===== config.mk =====
export PLATFORM = sky130hd
export DESIGN_NAME = ps2_mouse_packet_tracker
export DESIGN_NICKNAME = d
export VERILOG_FILES = /design/src/rtl/core/ps2mpt_pkg.sv /design/src/rtl/core/ps2_mouse_packet_tracker.sv
export SDC_FILE = /design/constraint.sdc
export NUM_CORES = 2
export LEC_CHECK = 0
export BUFFER_PORTS_ARGS = -buffer_cell sky130_fd_sc_hd__buf_2
export CAP_MARGIN = 20
export CORE_MARGIN = 1.5
export CORE_UTILIZATION = 63
export CTS_CLUSTER_DIAMETER = 80
export DETAILED_ROUTE_END_ITERATION = 8
export GPL_TIMING_DRIVEN = 0
export PLACE_DENSITY = 0.81
export SYNTH_ARGS = -nofsm -noshare
export SYNTH_HDL_FRONTEND = slang
export SYNTH_SLANG_ARGS = --single-unit

===== constraint.sdc =====
create_clock -name clock -period 13.6 [get_ports clock]
set_clock_uncertainty 0.05 [all_clocks]
set_input_delay 2.72 -clock clock [delete_from_list [all_inputs] [get_ports clock]]
set_output_delay 2.72 -clock clock [all_outputs]
set_load 0.05 [all_outputs]

===== src/rtl/core/ps2mpt_pkg.sv =====
`default_nettype none

package ps2mpt_pkg;

   localparam int DEFAULT_QUEUE_DEPTH = 64;

   localparam int POS_W  = 13;
   localparam int DIM_W  = 14;
   localparam int BYTE_W = 8;
   localparam int BTN_W  = 3;
   localparam int DX_W   = 8;
   localparam int DY_W   = 9;

   localparam logic [DIM_W-1:0] DIM_MAX      = 14'd8192;
   localparam logic [DIM_W-1:0] RESET_WIDTH  = 14'd1280;
   localparam logic [DIM_W-1:0] RESET_HEIGHT = 14'd720;
   localparam logic [POS_W-1:0] RESET_POS_X  = 13'd640;
   localparam logic [POS_W-1:0] RESET_POS_Y  = 13'd360;

   localparam logic [BYTE_W-1:0] SYNC_MASK = 8'h08;
   localparam logic [BYTE_W-1:0] XOVF_MASK = 8'h40;
   localparam logic [BYTE_W-1:0] YOVF_MASK = 8'h80;
   localparam logic [BYTE_W-1:0] BTN_MASK  = 8'h07;

   localparam int CSR_INDEX_W = 1;

   typedef enum logic [1:0] {
      OP_DATA     = 2'd0,
      OP_READ     = 2'd1,
      OP_RECENTER = 2'd2
   } opcode_type;

   typedef enum logic [CSR_INDEX_W-1:0] {
      CSR_SCREEN_WIDTH  = 1'b0,
      CSR_SCREEN_HEIGHT = 1'b1
   } csr_index_type;

   typedef enum logic [1:0] {
      PKT_FIRST  = 2'd0,
      PKT_SECOND = 2'd1,
      PKT_THIRD  = 2'd2
   } packet_state_type;

   typedef struct packed {
      logic [POS_W-1:0]       x;
      logic [POS_W-1:0]       y;
      logic signed [DX_W-1:0] dx;
      logic signed [DY_W-1:0] dy;
      logic [BTN_W-1:0]       buttons;
   } event_type;

   typedef struct packed {
      logic             pop;
      logic [POS_W-1:0] pointer_x;
      logic [POS_W-1:0] pointer_y;
      logic [BTN_W-1:0] pointer_buttons;
      logic             packet_done;
      logic             event_dropped;
   } stage_type;

   typedef struct packed {
      logic             event_valid;
      event_type        evt;
      logic [POS_W-1:0] pointer_x;
      logic [POS_W-1:0] pointer_y;
      logic [BTN_W-1:0] pointer_buttons;
      logic             packet_done;
      logic             event_dropped;
   } result_type;

endpackage

`default_nettype wire


===== src/rtl/core/ps2_mouse_packet_tracker.sv =====
// Response path: an accepted request passes one update stage, whose event read lands
//    in a registered RAM output, then a 2-entry response queue.
// Throughput: one transaction per cycle while req_ready is high; the packet, pointer and
//    ring updates finish in the acceptance cycle, and the response queue absorbs a sink stall.
// Reset: synchronous, active high; screen 1280x720, pointer at (640,360), ring empty.
`default_nettype none

module ps2_mouse_packet_tracker #(
   parameter int QUEUE_DEPTH = ps2mpt_pkg::DEFAULT_QUEUE_DEPTH
) (
   input  wire logic                                   clock,
   input  wire logic                                   reset,

   input  wire logic                                   req_valid,
   output logic                                        req_ready,
   input  wire logic [1:0]                             req_opcode,
   input  wire logic [ps2mpt_pkg::BYTE_W-1:0]          req_data_byte,

   output logic                                        rsp_valid,
   input  wire logic                                   rsp_ready,
   output logic                                        rsp_event_valid,
   output logic [ps2mpt_pkg::POS_W-1:0]                rsp_event_x,
   output logic [ps2mpt_pkg::POS_W-1:0]                rsp_event_y,
   output logic signed [ps2mpt_pkg::DX_W-1:0]          rsp_event_dx,
   output logic signed [ps2mpt_pkg::DY_W-1:0]          rsp_event_dy,
   output logic [ps2mpt_pkg::BTN_W-1:0]                rsp_event_buttons,
   output logic [ps2mpt_pkg::POS_W-1:0]                rsp_pointer_x,
   output logic [ps2mpt_pkg::POS_W-1:0]                rsp_pointer_y,
   output logic [ps2mpt_pkg::BTN_W-1:0]                rsp_pointer_buttons,
   output logic                                        rsp_packet_done,
   output logic                                        rsp_event_dropped,

   input  wire logic                                   csr_write_enable,
   input  wire logic [ps2mpt_pkg::CSR_INDEX_W-1:0]     csr_index,
   input  wire logic [ps2mpt_pkg::DIM_W-1:0]           csr_write_data
);

   localparam int PTR_W = $clog2(QUEUE_DEPTH);
   localparam logic [PTR_W-1:0] PTR_LAST = PTR_W'(QUEUE_DEPTH - 1);

   // ---------------------------------------------------------------------------
   // State
   // ---------------------------------------------------------------------------
   logic [ps2mpt_pkg::DIM_W-1:0]   width_ff, width_in;
   logic [ps2mpt_pkg::DIM_W-1:0]   height_ff, height_in;
   ps2mpt_pkg::packet_state_type   pkt_state_ff, pkt_state_in;
   logic [ps2mpt_pkg::BYTE_W-1:0]  first_byte_ff, first_byte_in;
   logic [ps2mpt_pkg::BYTE_W-1:0]  second_byte_ff, second_byte_in;
   logic [ps2mpt_pkg::POS_W-1:0]   pos_x_ff, pos_x_in;
   logic [ps2mpt_pkg::POS_W-1:0]   pos_y_ff, pos_y_in;
   logic [ps2mpt_pkg::BTN_W-1:0]   buttons_ff, buttons_in;
   logic [PTR_W-1:0]               wr_ptr_ff, wr_ptr_in;
   logic [PTR_W-1:0]               rd_ptr_ff, rd_ptr_in;

   ps2mpt_pkg::event_type          event_store_ff [QUEUE_DEPTH];
   ps2mpt_pkg::event_type          read_data_ff;

   logic                           s1_valid_ff, s1_valid_in;
   ps2mpt_pkg::stage_type          s1_ff, s1_in;

   ps2mpt_pkg::result_type         rsp_queue_ff [2];
   logic                           rsp_head_ff, rsp_head_in;
   logic                           rsp_tail_ff, rsp_tail_in;
   logic [1:0]                     rsp_count_ff, rsp_count_in;

   // ---------------------------------------------------------------------------
   // Handshakes
   // ---------------------------------------------------------------------------
   logic accept;
   logic data_accept;
   logic read_accept;
   logic recenter_accept;
   logic rsp_take;
   logic [1:0] occupancy;

   // Count what is in flight: the update stage plus queued responses. Accept
   // while there is room, or while the sink takes the head in this cycle, so
   // that the update stage can always drain into the queue.
   assign occupancy = rsp_count_ff + {1'b0, s1_valid_ff};
   assign req_ready = (occupancy < 2'd2) || rsp_ready;
   assign accept    = req_valid && req_ready;
   assign rsp_valid = (rsp_count_ff != 2'd0);
   assign rsp_take  = rsp_valid && rsp_ready;

   assign data_accept     = accept && (req_opcode == ps2mpt_pkg::OP_DATA);
   assign read_accept     = accept && (req_opcode == ps2mpt_pkg::OP_READ);
   assign recenter_accept = accept && (req_opcode == ps2mpt_pkg::OP_RECENTER);

   // ---------------------------------------------------------------------------
   // Packet assembly: next state
   // ---------------------------------------------------------------------------
   logic sync_ok;
   assign sync_ok = ((req_data_byte & ps2mpt_pkg::SYNC_MASK) != '0);

   always_comb begin
      pkt_state_in = pkt_state_ff;
      if (data_accept) begin
         case (pkt_state_ff)
            ps2mpt_pkg::PKT_FIRST: begin
               if (sync_ok) begin
                  pkt_state_in = ps2mpt_pkg::PKT_SECOND;
               end
            end
            ps2mpt_pkg::PKT_SECOND: pkt_state_in = ps2mpt_pkg::PKT_THIRD;
            ps2mpt_pkg::PKT_THIRD:  pkt_state_in = ps2mpt_pkg::PKT_FIRST;
            default:                pkt_state_in = ps2mpt_pkg::PKT_FIRST;
         endcase
      end
   end

   // Packet assembly: outputs
   logic capture_first;
   logic capture_second;
   logic packet_complete;

   always_comb begin
      capture_first   = 1'b0;
      capture_second  = 1'b0;
      packet_complete = 1'b0;
      case (pkt_state_ff)
         ps2mpt_pkg::PKT_FIRST:  capture_first   = data_accept && sync_ok;
         ps2mpt_pkg::PKT_SECOND: capture_second  = data_accept;
         ps2mpt_pkg::PKT_THIRD:  packet_complete = data_accept;
         default: begin
            capture_first   = 1'b0;
            capture_second  = 1'b0;
            packet_complete = 1'b0;
         end
      endcase
   end

   assign first_byte_in  = capture_first  ? req_data_byte : first_byte_ff;
   assign second_byte_in = capture_second ? req_data_byte : second_byte_ff;

   // ---------------------------------------------------------------------------
   // Deltas: dx from byte 1, dy is the negated byte 2 (screen direction).
   // An overflow flag in byte 0 zeroes its delta.
   // ---------------------------------------------------------------------------
   logic signed [ps2mpt_pkg::DX_W-1:0] delta_x;
   logic signed [ps2mpt_pkg::DY_W-1:0] delta_y;

   always_comb begin
      delta_x = $signed(second_byte_ff);
      delta_y = -$signed({req_data_byte[7], req_data_byte});
      if ((first_byte_ff & ps2mpt_pkg::XOVF_MASK) != '0) begin
         delta_x = '0;
      end
      if ((first_byte_ff & ps2mpt_pkg::YOVF_MASK) != '0) begin
         delta_y = '0;
      end
   end

   // Clamp a signed candidate position into [0, size-1].
   function automatic logic [ps2mpt_pkg::POS_W-1:0] clamp_axis(
      input logic signed [ps2mpt_pkg::POS_W+1:0] value,
      input logic [ps2mpt_pkg::DIM_W-1:0]        size
   );
      logic [ps2mpt_pkg::DIM_W-1:0] top;
      logic [ps2mpt_pkg::POS_W-1:0] result;
      top = size - 1'b1;
      if (value < 0) begin
         result = '0;
      end else if (value > $signed({1'b0, top})) begin
         result = top[ps2mpt_pkg::POS_W-1:0];
      end else begin
         result = value[ps2mpt_pkg::POS_W-1:0];
      end
      return result;
   endfunction

   logic signed [ps2mpt_pkg::POS_W+1:0] moved_x;
   logic signed [ps2mpt_pkg::POS_W+1:0] moved_y;
   logic [ps2mpt_pkg::POS_W-1:0]        packet_x;
   logic [ps2mpt_pkg::POS_W-1:0]        packet_y;
   logic [ps2mpt_pkg::BTN_W-1:0]        packet_buttons;

   assign moved_x = $signed({2'b00, pos_x_ff})
                  + $signed({{(ps2mpt_pkg::POS_W+2-ps2mpt_pkg::DX_W){delta_x[7]}}, delta_x});
   assign moved_y = $signed({2'b00, pos_y_ff})
                  + $signed({{(ps2mpt_pkg::POS_W+2-ps2mpt_pkg::DY_W){delta_y[8]}}, delta_y});
   assign packet_x       = clamp_axis(moved_x, width_ff);
   assign packet_y       = clamp_axis(moved_y, height_ff);
   assign packet_buttons = ps2mpt_pkg::BTN_W'(first_byte_ff & ps2mpt_pkg::BTN_MASK);

   // ---------------------------------------------------------------------------
   // Event ring: one slot stays empty, so a full ring holds QUEUE_DEPTH-1 events.
   // ---------------------------------------------------------------------------
   logic [PTR_W-1:0] wr_ptr_next;
   logic [PTR_W-1:0] rd_ptr_next;
   logic             ring_full;
   logic             ring_empty;
   logic             push;
   logic             pop;

   assign wr_ptr_next = (wr_ptr_ff == PTR_LAST) ? '0 : wr_ptr_ff + 1'b1;
   assign rd_ptr_next = (rd_ptr_ff == PTR_LAST) ? '0 : rd_ptr_ff + 1'b1;
   assign ring_full   = (wr_ptr_next == rd_ptr_ff);
   assign ring_empty  = (wr_ptr_ff == rd_ptr_ff);
   assign push        = packet_complete && !ring_full;
   assign pop         = read_accept && !ring_empty;
   assign wr_ptr_in   = push ? wr_ptr_next : wr_ptr_ff;
   assign rd_ptr_in   = pop  ? rd_ptr_next : rd_ptr_ff;

   ps2mpt_pkg::event_type new_event;

   always_comb begin
      new_event.x       = packet_x;
      new_event.y       = packet_y;
      new_event.dx      = delta_x;
      new_event.dy      = delta_y;
      new_event.buttons = packet_buttons;
   end

   // A pop never hits the slot being written in the same cycle: it needs a
   // non-empty ring, and the write goes to the free slot.
   always_ff @(posedge clock) begin
      if (push) begin
         event_store_ff[wr_ptr_ff] <= new_event;
      end
      if (pop) begin
         read_data_ff <= event_store_ff[rd_ptr_ff];
      end
   end

   // ---------------------------------------------------------------------------
   // Screen registers: drop a zero write, saturate above the largest screen,
   // and pull the pointer into the new bounds without recentering.
   // ---------------------------------------------------------------------------
   logic [ps2mpt_pkg::DIM_W-1:0] csr_value;
   logic                         csr_effective;
   logic [ps2mpt_pkg::DIM_W-1:0] width_top;
   logic [ps2mpt_pkg::DIM_W-1:0] height_top;

   assign csr_value     = (csr_write_data > ps2mpt_pkg::DIM_MAX) ? ps2mpt_pkg::DIM_MAX
                                                                 : csr_write_data;
   assign csr_effective = csr_write_enable && (csr_value != '0);

   always_comb begin
      width_in  = width_ff;
      height_in = height_ff;
      if (csr_effective) begin
         case (csr_index)
            ps2mpt_pkg::CSR_SCREEN_WIDTH:  width_in  = csr_value;
            ps2mpt_pkg::CSR_SCREEN_HEIGHT: height_in = csr_value;
            default: begin
               width_in  = width_ff;
               height_in = height_ff;
            end
         endcase
      end
   end

   assign width_top  = width_in  - 1'b1;
   assign height_top = height_in - 1'b1;

   // ---------------------------------------------------------------------------
   // Pointer and buttons
   // ---------------------------------------------------------------------------
   always_comb begin
      pos_x_in   = pos_x_ff;
      pos_y_in   = pos_y_ff;
      buttons_in = buttons_ff;
      if (csr_effective) begin
         if ({1'b0, pos_x_ff} > width_top) begin
            pos_x_in = width_top[ps2mpt_pkg::POS_W-1:0];
         end
         if ({1'b0, pos_y_ff} > height_top) begin
            pos_y_in = height_top[ps2mpt_pkg::POS_W-1:0];
         end
      end else if (packet_complete) begin
         pos_x_in   = packet_x;
         pos_y_in   = packet_y;
         buttons_in = packet_buttons;
      end else if (recenter_accept) begin
         pos_x_in = width_ff[ps2mpt_pkg::DIM_W-1:1];
         pos_y_in = height_ff[ps2mpt_pkg::DIM_W-1:1];
      end
   end

   // ---------------------------------------------------------------------------
   // Update stage: hold the step's result until the RAM read data is there.
   // ---------------------------------------------------------------------------
   assign s1_valid_in = accept;

   always_comb begin
      s1_in.pop             = pop;
      s1_in.pointer_x       = pos_x_in;
      s1_in.pointer_y       = pos_y_in;
      s1_in.pointer_buttons = buttons_in;
      s1_in.packet_done     = packet_complete;
      s1_in.event_dropped   = packet_complete && ring_full;
   end

   ps2mpt_pkg::result_type s1_result;

   always_comb begin
      s1_result.event_valid     = s1_ff.pop;
      s1_result.evt             = s1_ff.pop ? read_data_ff : '0;
      s1_result.pointer_x       = s1_ff.pointer_x;
      s1_result.pointer_y       = s1_ff.pointer_y;
      s1_result.pointer_buttons = s1_ff.pointer_buttons;
      s1_result.packet_done     = s1_ff.packet_done;
      s1_result.event_dropped   = s1_ff.event_dropped;
   end

   // ---------------------------------------------------------------------------
   // Response queue: two entries, so the request side keeps going while a
   // finished transaction waits for the sink.
   // ---------------------------------------------------------------------------
   assign rsp_tail_in  = s1_valid_ff ? ~rsp_tail_ff : rsp_tail_ff;
   assign rsp_head_in  = rsp_take    ? ~rsp_head_ff : rsp_head_ff;
   assign rsp_count_in = rsp_count_ff + {1'b0, s1_valid_ff} - {1'b0, rsp_take};

   always_ff @(posedge clock) begin
      if (s1_valid_ff) begin
         rsp_queue_ff[rsp_tail_ff] <= s1_result;
      end
   end

   ps2mpt_pkg::result_type rsp_head;
   assign rsp_head = rsp_queue_ff[rsp_head_ff];

   assign rsp_event_valid     = rsp_head.event_valid;
   assign rsp_event_x         = rsp_head.evt.x;
   assign rsp_event_y         = rsp_head.evt.y;
   assign rsp_event_dx        = rsp_head.evt.dx;
   assign rsp_event_dy        = rsp_head.evt.dy;
   assign rsp_event_buttons   = rsp_head.evt.buttons;
   assign rsp_pointer_x       = rsp_head.pointer_x;
   assign rsp_pointer_y       = rsp_head.pointer_y;
   assign rsp_pointer_buttons = rsp_head.pointer_buttons;
   assign rsp_packet_done     = rsp_head.packet_done;
   assign rsp_event_dropped   = rsp_head.event_dropped;

   // ---------------------------------------------------------------------------
   // Registers
   // ---------------------------------------------------------------------------
   always_ff @(posedge clock) begin
      if (reset) begin
         width_ff       <= ps2mpt_pkg::RESET_WIDTH;
         height_ff      <= ps2mpt_pkg::RESET_HEIGHT;
         pkt_state_ff   <= ps2mpt_pkg::PKT_FIRST;
         first_byte_ff  <= '0;
         second_byte_ff <= '0;
         pos_x_ff       <= ps2mpt_pkg::RESET_POS_X;
         pos_y_ff       <= ps2mpt_pkg::RESET_POS_Y;
         buttons_ff     <= '0;
         wr_ptr_ff      <= '0;
         rd_ptr_ff      <= '0;
         s1_valid_ff    <= 1'b0;
         rsp_head_ff    <= 1'b0;
         rsp_tail_ff    <= 1'b0;
         rsp_count_ff   <= '0;
      end else begin
         width_ff       <= width_in;
         height_ff      <= height_in;
         pkt_state_ff   <= pkt_state_in;
         first_byte_ff  <= first_byte_in;
         second_byte_ff <= second_byte_in;
         pos_x_ff       <= pos_x_in;
         pos_y_ff       <= pos_y_in;
         buttons_ff     <= buttons_in;
         wr_ptr_ff      <= wr_ptr_in;
         rd_ptr_ff      <= rd_ptr_in;
         s1_valid_ff    <= s1_valid_in;
         rsp_head_ff    <= rsp_head_in;
         rsp_tail_ff    <= rsp_tail_in;
         rsp_count_ff   <= rsp_count_in;
      end
   end

   always_ff @(posedge clock) begin
      s1_ff <= s1_in;
   end

   // ---------------------------------------------------------------------------
   // Assertions
   // ---------------------------------------------------------------------------
   a_no_overflow: assert property (@(posedge clock) disable iff (reset)
      occupancy <= 2'd2)
      else $error("response queue overrun");

   a_pop_follows_read: assert property (@(posedge clock) disable iff (reset)
      (read_accept && !ring_empty) |=> (s1_valid_ff && s1_ff.pop))
      else $error("read on non-empty ring did not pop");

   a_drop_needs_packet: assert property (@(posedge clock) disable iff (reset)
      (s1_valid_ff && s1_ff.event_dropped) |-> s1_ff.packet_done)
      else $error("drop flagged without a completed packet");

   a_done_not_pop: assert property (@(posedge clock) disable iff (reset)
      rsp_valid |-> !(rsp_packet_done && rsp_event_valid))
      else $error("packet and pop in one transaction");

endmodule

`default_nettype wire


# [Word-level counts from Yosys, hierarchy flattened]
# Memory sizes are Yosys's and may differ from the RTL's. A register that Yosys moved wholly into a read port is not among the register bits.
# Index checks and enable logic that the tools add are counted.
# W data, S select, Z words.
[totals] ff_bits=124 mem_bits_rw=3100 inputBits=30 out_inout_bits=80 word_cells=105 n_memories=2
[classes] addsub=11 magnitude_cmp=8 n_eq_ne=9 n_mux=35 n_bitwise=2 n_reduce_logical=18
[memory_table] memory="event_store_ff" depth=64 width=46 rd=1 rd_clocked_by_memory_dff=1 write_ports=1 line="ps2_mouse_packet_tracker.sv:55" rtl="ps2mpt_pkg::event_type event_store_ff [QUEUE_DEPTH];"
[memory_table] memory="rsp_queue_ff" depth=2 width=78 rd=1 rd_clocked_by_memory_dff=1 write_ports=1 line="ps2_mouse_packet_tracker.sv:61" rtl="ps2mpt_pkg::result_type rsp_queue_ff [2];"
[op_table] cell="$mux W13" count=12
[op_table] cell="$mux W14" count=5
[op_table] cell="$sub A14 B1 Y14 const B" count=4
[op_table] cell="$mux W46" count=1
[op_table] cell="$gt A15 B15 Y1" count=2
[op_table] cell="$lt A15 B1 Y1 const B" count=2
[op_table] cell="$gt A13 B14 Y1" count=2
[op_table] cell="$add A14 B8 Y15" count=1
[op_table] cell="$add A14 B9 Y15" count=1
[op_table] cell="$gt A14 B14 Y1 const B" count=1
[op_table] cell="$reduce_bool A14 Y1" count=1
[op_table] cell="$add A6 B1 Y6 const B" count=2
[op_table] cell="$eq A6 B6 Y1" count=2
[op_table] cell="$eq A6 B6 Y1 const B" count=2
[op_table] cell="$mux W6" count=2
[op_table] cell="$logic_and A1 B1 Y1" count=10
[op_table] cell="$mux W1" count=9
[op_table] cell="$mux W9" count=1
[op_table] cell="$neg A8 Y9" count=1
[op_table] cell="$mux W8" count=1
[op_table] cell="$mux W3" count=2
[op_table] cell="$eq A2 B1 Y1 const B" count=2
[op_table] cell="$eq A2 B2 Y1 const B" count=2
[op_table] cell="$logic_not A2 Y1" count=2
[op_table] cell="11 further kinds" count=13

# [Logic depth before layout (Yosys ltp)]
[logic_depth] word_depth=9 ltp_mapped=25 depth_no_buf=23

# [Worst setup path before layout]
# Ideal clock, no wire load.
[synth_timing] path_type="in2reg" start="input port req_data_byte[0] (netlist bit)" end="register pos_y_ff[2] (netlist bit)" setup_ns=0.076 t_arrival_ns=11.854 setup_slack_ns=1.620 stages=21 n_path_buf=1 path_cell_list="inv_1 > ha_1 > and4_1 > nor3_1 > ha_1 > o21ai_0 > nor2_1 > a21oi_1 > o21bai_1 > xnor2_1 > inv_1 > ha_1 > nand4_1 > a211oi_1 > o41ai_1 > a31oi_1 > clkbuf_1 > nor2_1 > a211oi_1 > o21ai_0 > a31oi_1"
[synth_via] elab_chain_cells=8 word_cells_on_any_way=9
[synth_lines] element="start, declared" line="ps2_mouse_packet_tracker.sv:17" rtl="input wire logic [ps2mpt_pkg::BYTE_W-1:0] req_data_byte,"
[synth_lines] element="$neg A8 Y9 (*)" line="ps2_mouse_packet_tracker.sv:144" rtl="delta_y = -$signed({req_data_byte[7], req_data_byte});"
[synth_lines] element="$mux W9 (*)" line="ps2_mouse_packet_tracker.sv:148" rtl="if ((first_byte_ff & ps2mpt_pkg::YOVF_MASK) != '0) begin"
[synth_lines] element="net delta_y, one bit" line="ps2_mouse_packet_tracker.sv:140" rtl="logic signed [ps2mpt_pkg::DY_W-1:0] delta_y;"
[synth_lines] element="$add A14 B9 Y15 (*)" line="ps2_mouse_packet_tracker.sv:180" rtl="+ $signed({{(ps2mpt_pkg::POS_W+2-ps2mpt_pkg::DY_W){delta_y[8]}}, delta_y});"
[synth_lines] element="$gt A15 B15 Y1" line="ps2_mouse_packet_tracker.sv:163" rtl="end else if (value > $signed({1'b0, top})) begin"
[synth_lines] element="$mux W13" line="ps2_mouse_packet_tracker.sv:163"
[synth_lines] element="$mux W13 (*)" line="ps2_mouse_packet_tracker.sv:161" rtl="if (value < 0) begin"
[synth_lines] element="net packet_y, one bit" line="ps2_mouse_packet_tracker.sv:174" rtl="logic [ps2mpt_pkg::POS_W-1:0] packet_y;"
[synth_lines] element="$mux W13 (*)" line="ps2_mouse_packet_tracker.sv:270" rtl="end else if (packet_complete) begin"
[synth_lines] element="$mux W13 (*)" line="ps2_mouse_packet_tracker.sv:263" rtl="if (csr_effective) begin"
[synth_lines] element="end signal, assigned" line="ps2_mouse_packet_tracker.sv:346" rtl="pos_y_ff <= ps2mpt_pkg::RESET_POS_Y;"
[synth_lines] element="end signal, assigned" line="ps2_mouse_packet_tracker.sv:361" rtl="pos_y_ff <= pos_y_in;"
[synth_lines] element="end, declared" line="ps2_mouse_packet_tracker.sv:50" rtl="logic [ps2mpt_pkg::POS_W-1:0] pos_y_ff, pos_y_in;"
# Mark *: on every way through the listed nets, which the timed path passes. The rest lies on a longest branch.
# A chain may end at the register's enable or synchronous reset.

# [Final worst setup path]
[layout_timing] start="input port req_data_byte[2] (netlist bit)" end="memory event_store_ff[53][28] (netlist bit) (data pin)"
[layout_via] elab_chain_cells=6 word_cells_on_any_way=7
[layout_lines] element="$neg A8 Y9 (*)" line="ps2_mouse_packet_tracker.sv:144"
[layout_lines] element="$mux W9 (*)" line="ps2_mouse_packet_tracker.sv:148"
[layout_lines] element="net delta_y, one bit" line="ps2_mouse_packet_tracker.sv:140"
[layout_lines] element="$add A14 B9 Y15 (*)" line="ps2_mouse_packet_tracker.sv:180"
[layout_lines] element="$gt A15 B15 Y1" line="ps2_mouse_packet_tracker.sv:163"
[layout_lines] element="$mux W13" line="ps2_mouse_packet_tracker.sv:163"
[layout_lines] element="$mux W13 (*)" line="ps2_mouse_packet_tracker.sv:161"
[layout_lines] element="net packet_y, one bit" line="ps2_mouse_packet_tracker.sv:174"
[layout_lines] element="end, declared" line="ps2_mouse_packet_tracker.sv:55"
# Marked as above.

==> flow_summary.yaml <==
setup_path:
  worstSetupStartpointType: "input port"
  worst-endpoint-arrival_ns: 9.68
  required_ns: 14.15
  crit_fanout: 64
  worstSetupPathType: "in -> reg"
  worst_setup_path_end_kind: "flop"
worst_hold_path:
  hold_path.class: "reg -> reg"
detailed_routing:
  ant_nets: 0
  wirelength_um: 452000
  post_drt_wl_per_cell_um: 47.9
  drt-pass1-iter-count: 9
  drc: 0
  vias_per_cell: 7.90
  dr.first_iter.drc_count: 15011
  vias: 74643
power:
  combPwrFrac: 0.083
  sw_frac_of_total: 0.246
  power_density_mw_per_mm2: 151
  leakagePower_nw: 47.4
  power_frac_seq: 0.513
  power_frac_clock: 0.404
  vdd_drop_max_mv: 0.184
  p_int_w: 0.0170
  power.switching_w: 0.00554
synth:
  ys_seq_elements: 3268
  yosysTopAreaCell: "edfxtp_1"
  synthFlopType: "edfxtp_1"
  synth.avg_cell_area_um2: 22.3
  netlist_area_mm2: 0.128
  synth_top_area_frac: 0.736
  syn_nets: 5883
  synthTopCellsByCount: "edfxtp_1 (3146), mux4_2 (966), nor2_1 (231), clkbuf_1 (174), dfxtp_1 (122)"
  yosysMostFrequentCell: "edfxtp_1"
  synthTopCellsByArea: "edfxtp_1 (74%), mux4_2 (17%), dfxtp_1 (1.9%)"
  synth_cell_types: 83
  syn_inst: 5760
  synth_seq_area_share: 0.755
  async_flop_share: 0
  yosysWarnings: 0
  synth_enable_flop_cells: 3146
place:
  port_buffers: 108
  dpl.hpwl_um: 261000
  place_worst_setup_slack_ns: 4.12
  gp_congestion: 0.925
sta:
  final.min_clock_period_ns: 9.14
  layout_setup_ws_ns: 4.46
  slew-limit-headroom: 0.0285
  final_max_slew_viol_count: 0
  timing.final.crit_share: 0.672
  tightest_slew_ns: 1.46
  setup_tns_ns: 0
  hold_ws_ns: 0.342
  rsz0062_at_grt: "no"
  fmax_mhz: 109
  setup_violations: 0
  final_hold_viol_count: 0
final_layout:
  finalNetCount: 6607
  area_growth_pct: 15.9
  drive_gt1_frac: 0.310
  final_util: 0.736
flow_run:
  maxCapViolations: 0
clock_tree:
  cts.hold.buffers_added: 0
  cts-root-buf: "clkbuf_16"
  postCtsSetupRepairBufs: 0
  clock_latency_ns: 1.01
  htreeDepth: 5
  clk_path_buf_depth: 4
  tritoncts: "yes"
  cts_inserted_buffers: 326
  clkSlewWorstSetupHoldPaths_ns: 0.06
  cts_sinks: 3268
  cts_resized: 0
global_routing:
  overflow: 0
  grt_util_all_layers: 0.434
  grt_pass1_wl_um: 601000
  antenna_found_initial: 59
  grt_max_degree: 65
  grt_pass1_vias: 73147
floorplan:
  core_mm2: 0.202
  start_util: 0.634
  dieArea_mm2: 0.206
  ioPinCount: 110
  die_x_um: 454
  die_h_um: 454
  rows: 165
status:
  status: "finished, final reports clean"
-- metal layers --
layer | vias up | track usage | share of wire
met3 | 2738 | 0.168 | 0.16
met4 | 46 | 0.324 | 0.10
met5 | - | 0.00187 | 0.0015
met2 | 9184 | 0.661 | 0.46
met1 | 36896 | 0.503 | 0.28
li1 | 25779 | - | -
-- cell type report --
class / instances / area [µm²]
clock inverters: 175 / 1450
fillers: 10104 / 53500
plain buffers: 291 / 1210
repair buffers: 396 / 6040
clock buffers: 398 / 8680
multi-input cells: 2152 / 30900
diodes: 45 / 113
inverters: 49 / 184
well taps: 2672 / 3340
flip-flops and latches: 3268 / 96900
-- stage by stage --
| step | total power [W] | instance area [µm²] | instances |
|---|---|---|---|
| floorplan | 0.0128 | 128000 | 5760 |
| global placement | 0.0133 | 132000 | 8540 |
| detailed placement | 0.0135 | 138000 | 8770 |
| CTS | 0.0223 | 148000 | 9343 |
| global route | 0.0228 | 149000 | 9410 |
| finish | 0.0225 | 149000 | 9446 |
-- layout by cell type, fill, tap and decap left out, types with 45 or more instances in the layout --
| cell type | synthesis | layout |
|---|---|---|
| mux4_2 | 966 | 966 |
| mux2_2 | 95 | 95 |
| a21oi_1 | 90 | 90 |
| nor2_1 | 231 | 154 |
| xnor2_1 | 66 | 65 |
| clkinv_1 | 1 | 70 |
| buf_8 | 1 | 90 |
| clkbuf_1 | 174 | 220 |
| buf_12 | 0 | 135 |
| buf_2 | 4 | 114 |
| clkinv_2 | 0 | 60 |
| nor2_4 | 0 | 77 |
| nand2_1 | 83 | 83 |
| dfxtp_1 | 122 | 119 |
| clkbuf_16 | 0 | 338 |
| o21ai_0 | 49 | 49 |
| buf_1 | 102 | 100 |
| mux2i_1 | 56 | 56 |
| ha_1 | 91 | 91 |
| diode_2 | 0 | 45 |
| and2_1 | 56 | 54 |
| edfxtp_1 | 3146 | 3146 |
| inv_1 | 48 | 45 |
-- path summary, 6_finish.rpt --
check | startpoint | endpoint | slack [ns] | depth (start not counted)
worst min-delay path | s1_ff[15] | rsp_queue_ff[0][15] | 0.34 | 0
worst max-delay path | req_data_byte[2] | event_store_ff[53][28] | 4.46 | 22
worst min register to register | s1_ff[15] | rsp_queue_ff[0][15] | 0.34 | 0
worst max register to register | first_byte_ff[7] | event_store_ff[53][28] | 6.29 | 18
-- cell families after synthesis --
family / Yosys count / share of synthesized area
mux: 1119 / 0.182
simple gates: 549 / 0.0209
compound gates: 292 / 0.0148
fa+ha+maj: 93 / 0.00918
xor+xnor: 99 / 0.00681
flops: 3268 / 0.755
buf+inv: 340 / 0.0107
-- worst max-delay path: stages --
cell and delay, ns:
buf_2 0.14, nor3_1 0.35, nand3_1 0.22, nor3_1 0.32, xor2_1 0.17, nor2_4 0.62, ha_1 0.44, a21o_1 0.21
a2111oi_0 0.54, a21oi_1 0.24, a21oi_1 0.21, nor2_1 0.08, nor2_1 0.13, xnor2_1 0.09, ha_1 0.29, nand3_1 0.14
a211oi_1 0.19, o41ai_1 0.11, a31oi_1 0.29, clkbuf_1 0.55, o211ai_1 0.51, inv_2 1.03
-- power by group through the flow --
stage	Clock (W)	Combinational, W	Sequential [W]
floorplan	0	0.000952	0.0118
global placement	0	0.00141	0.0119
detailed placement	0	0.00173	0.0118
CTS	0.00898	0.00180	0.0116
global route	0.00934	0.00191	0.0116
finish	0.00908	0.00187	0.0116
-- flip-flops by register name (all words and copies together), names as in the netlist, 3 cells and up, named ones only --
name,count
buttons_ff,3
event_store_ff,2944
first_byte_ff,5
height_ff,14
pos_x_ff,13
pos_y_ff,13
rd_ptr_ff,6
read_data_ff,46
rsp_queue_ff,156
s1_ff,32
second_byte_ff,8
width_ff,14
wr_ptr_ff,6
No activity file was read; power rests on OpenSTA's default activity.
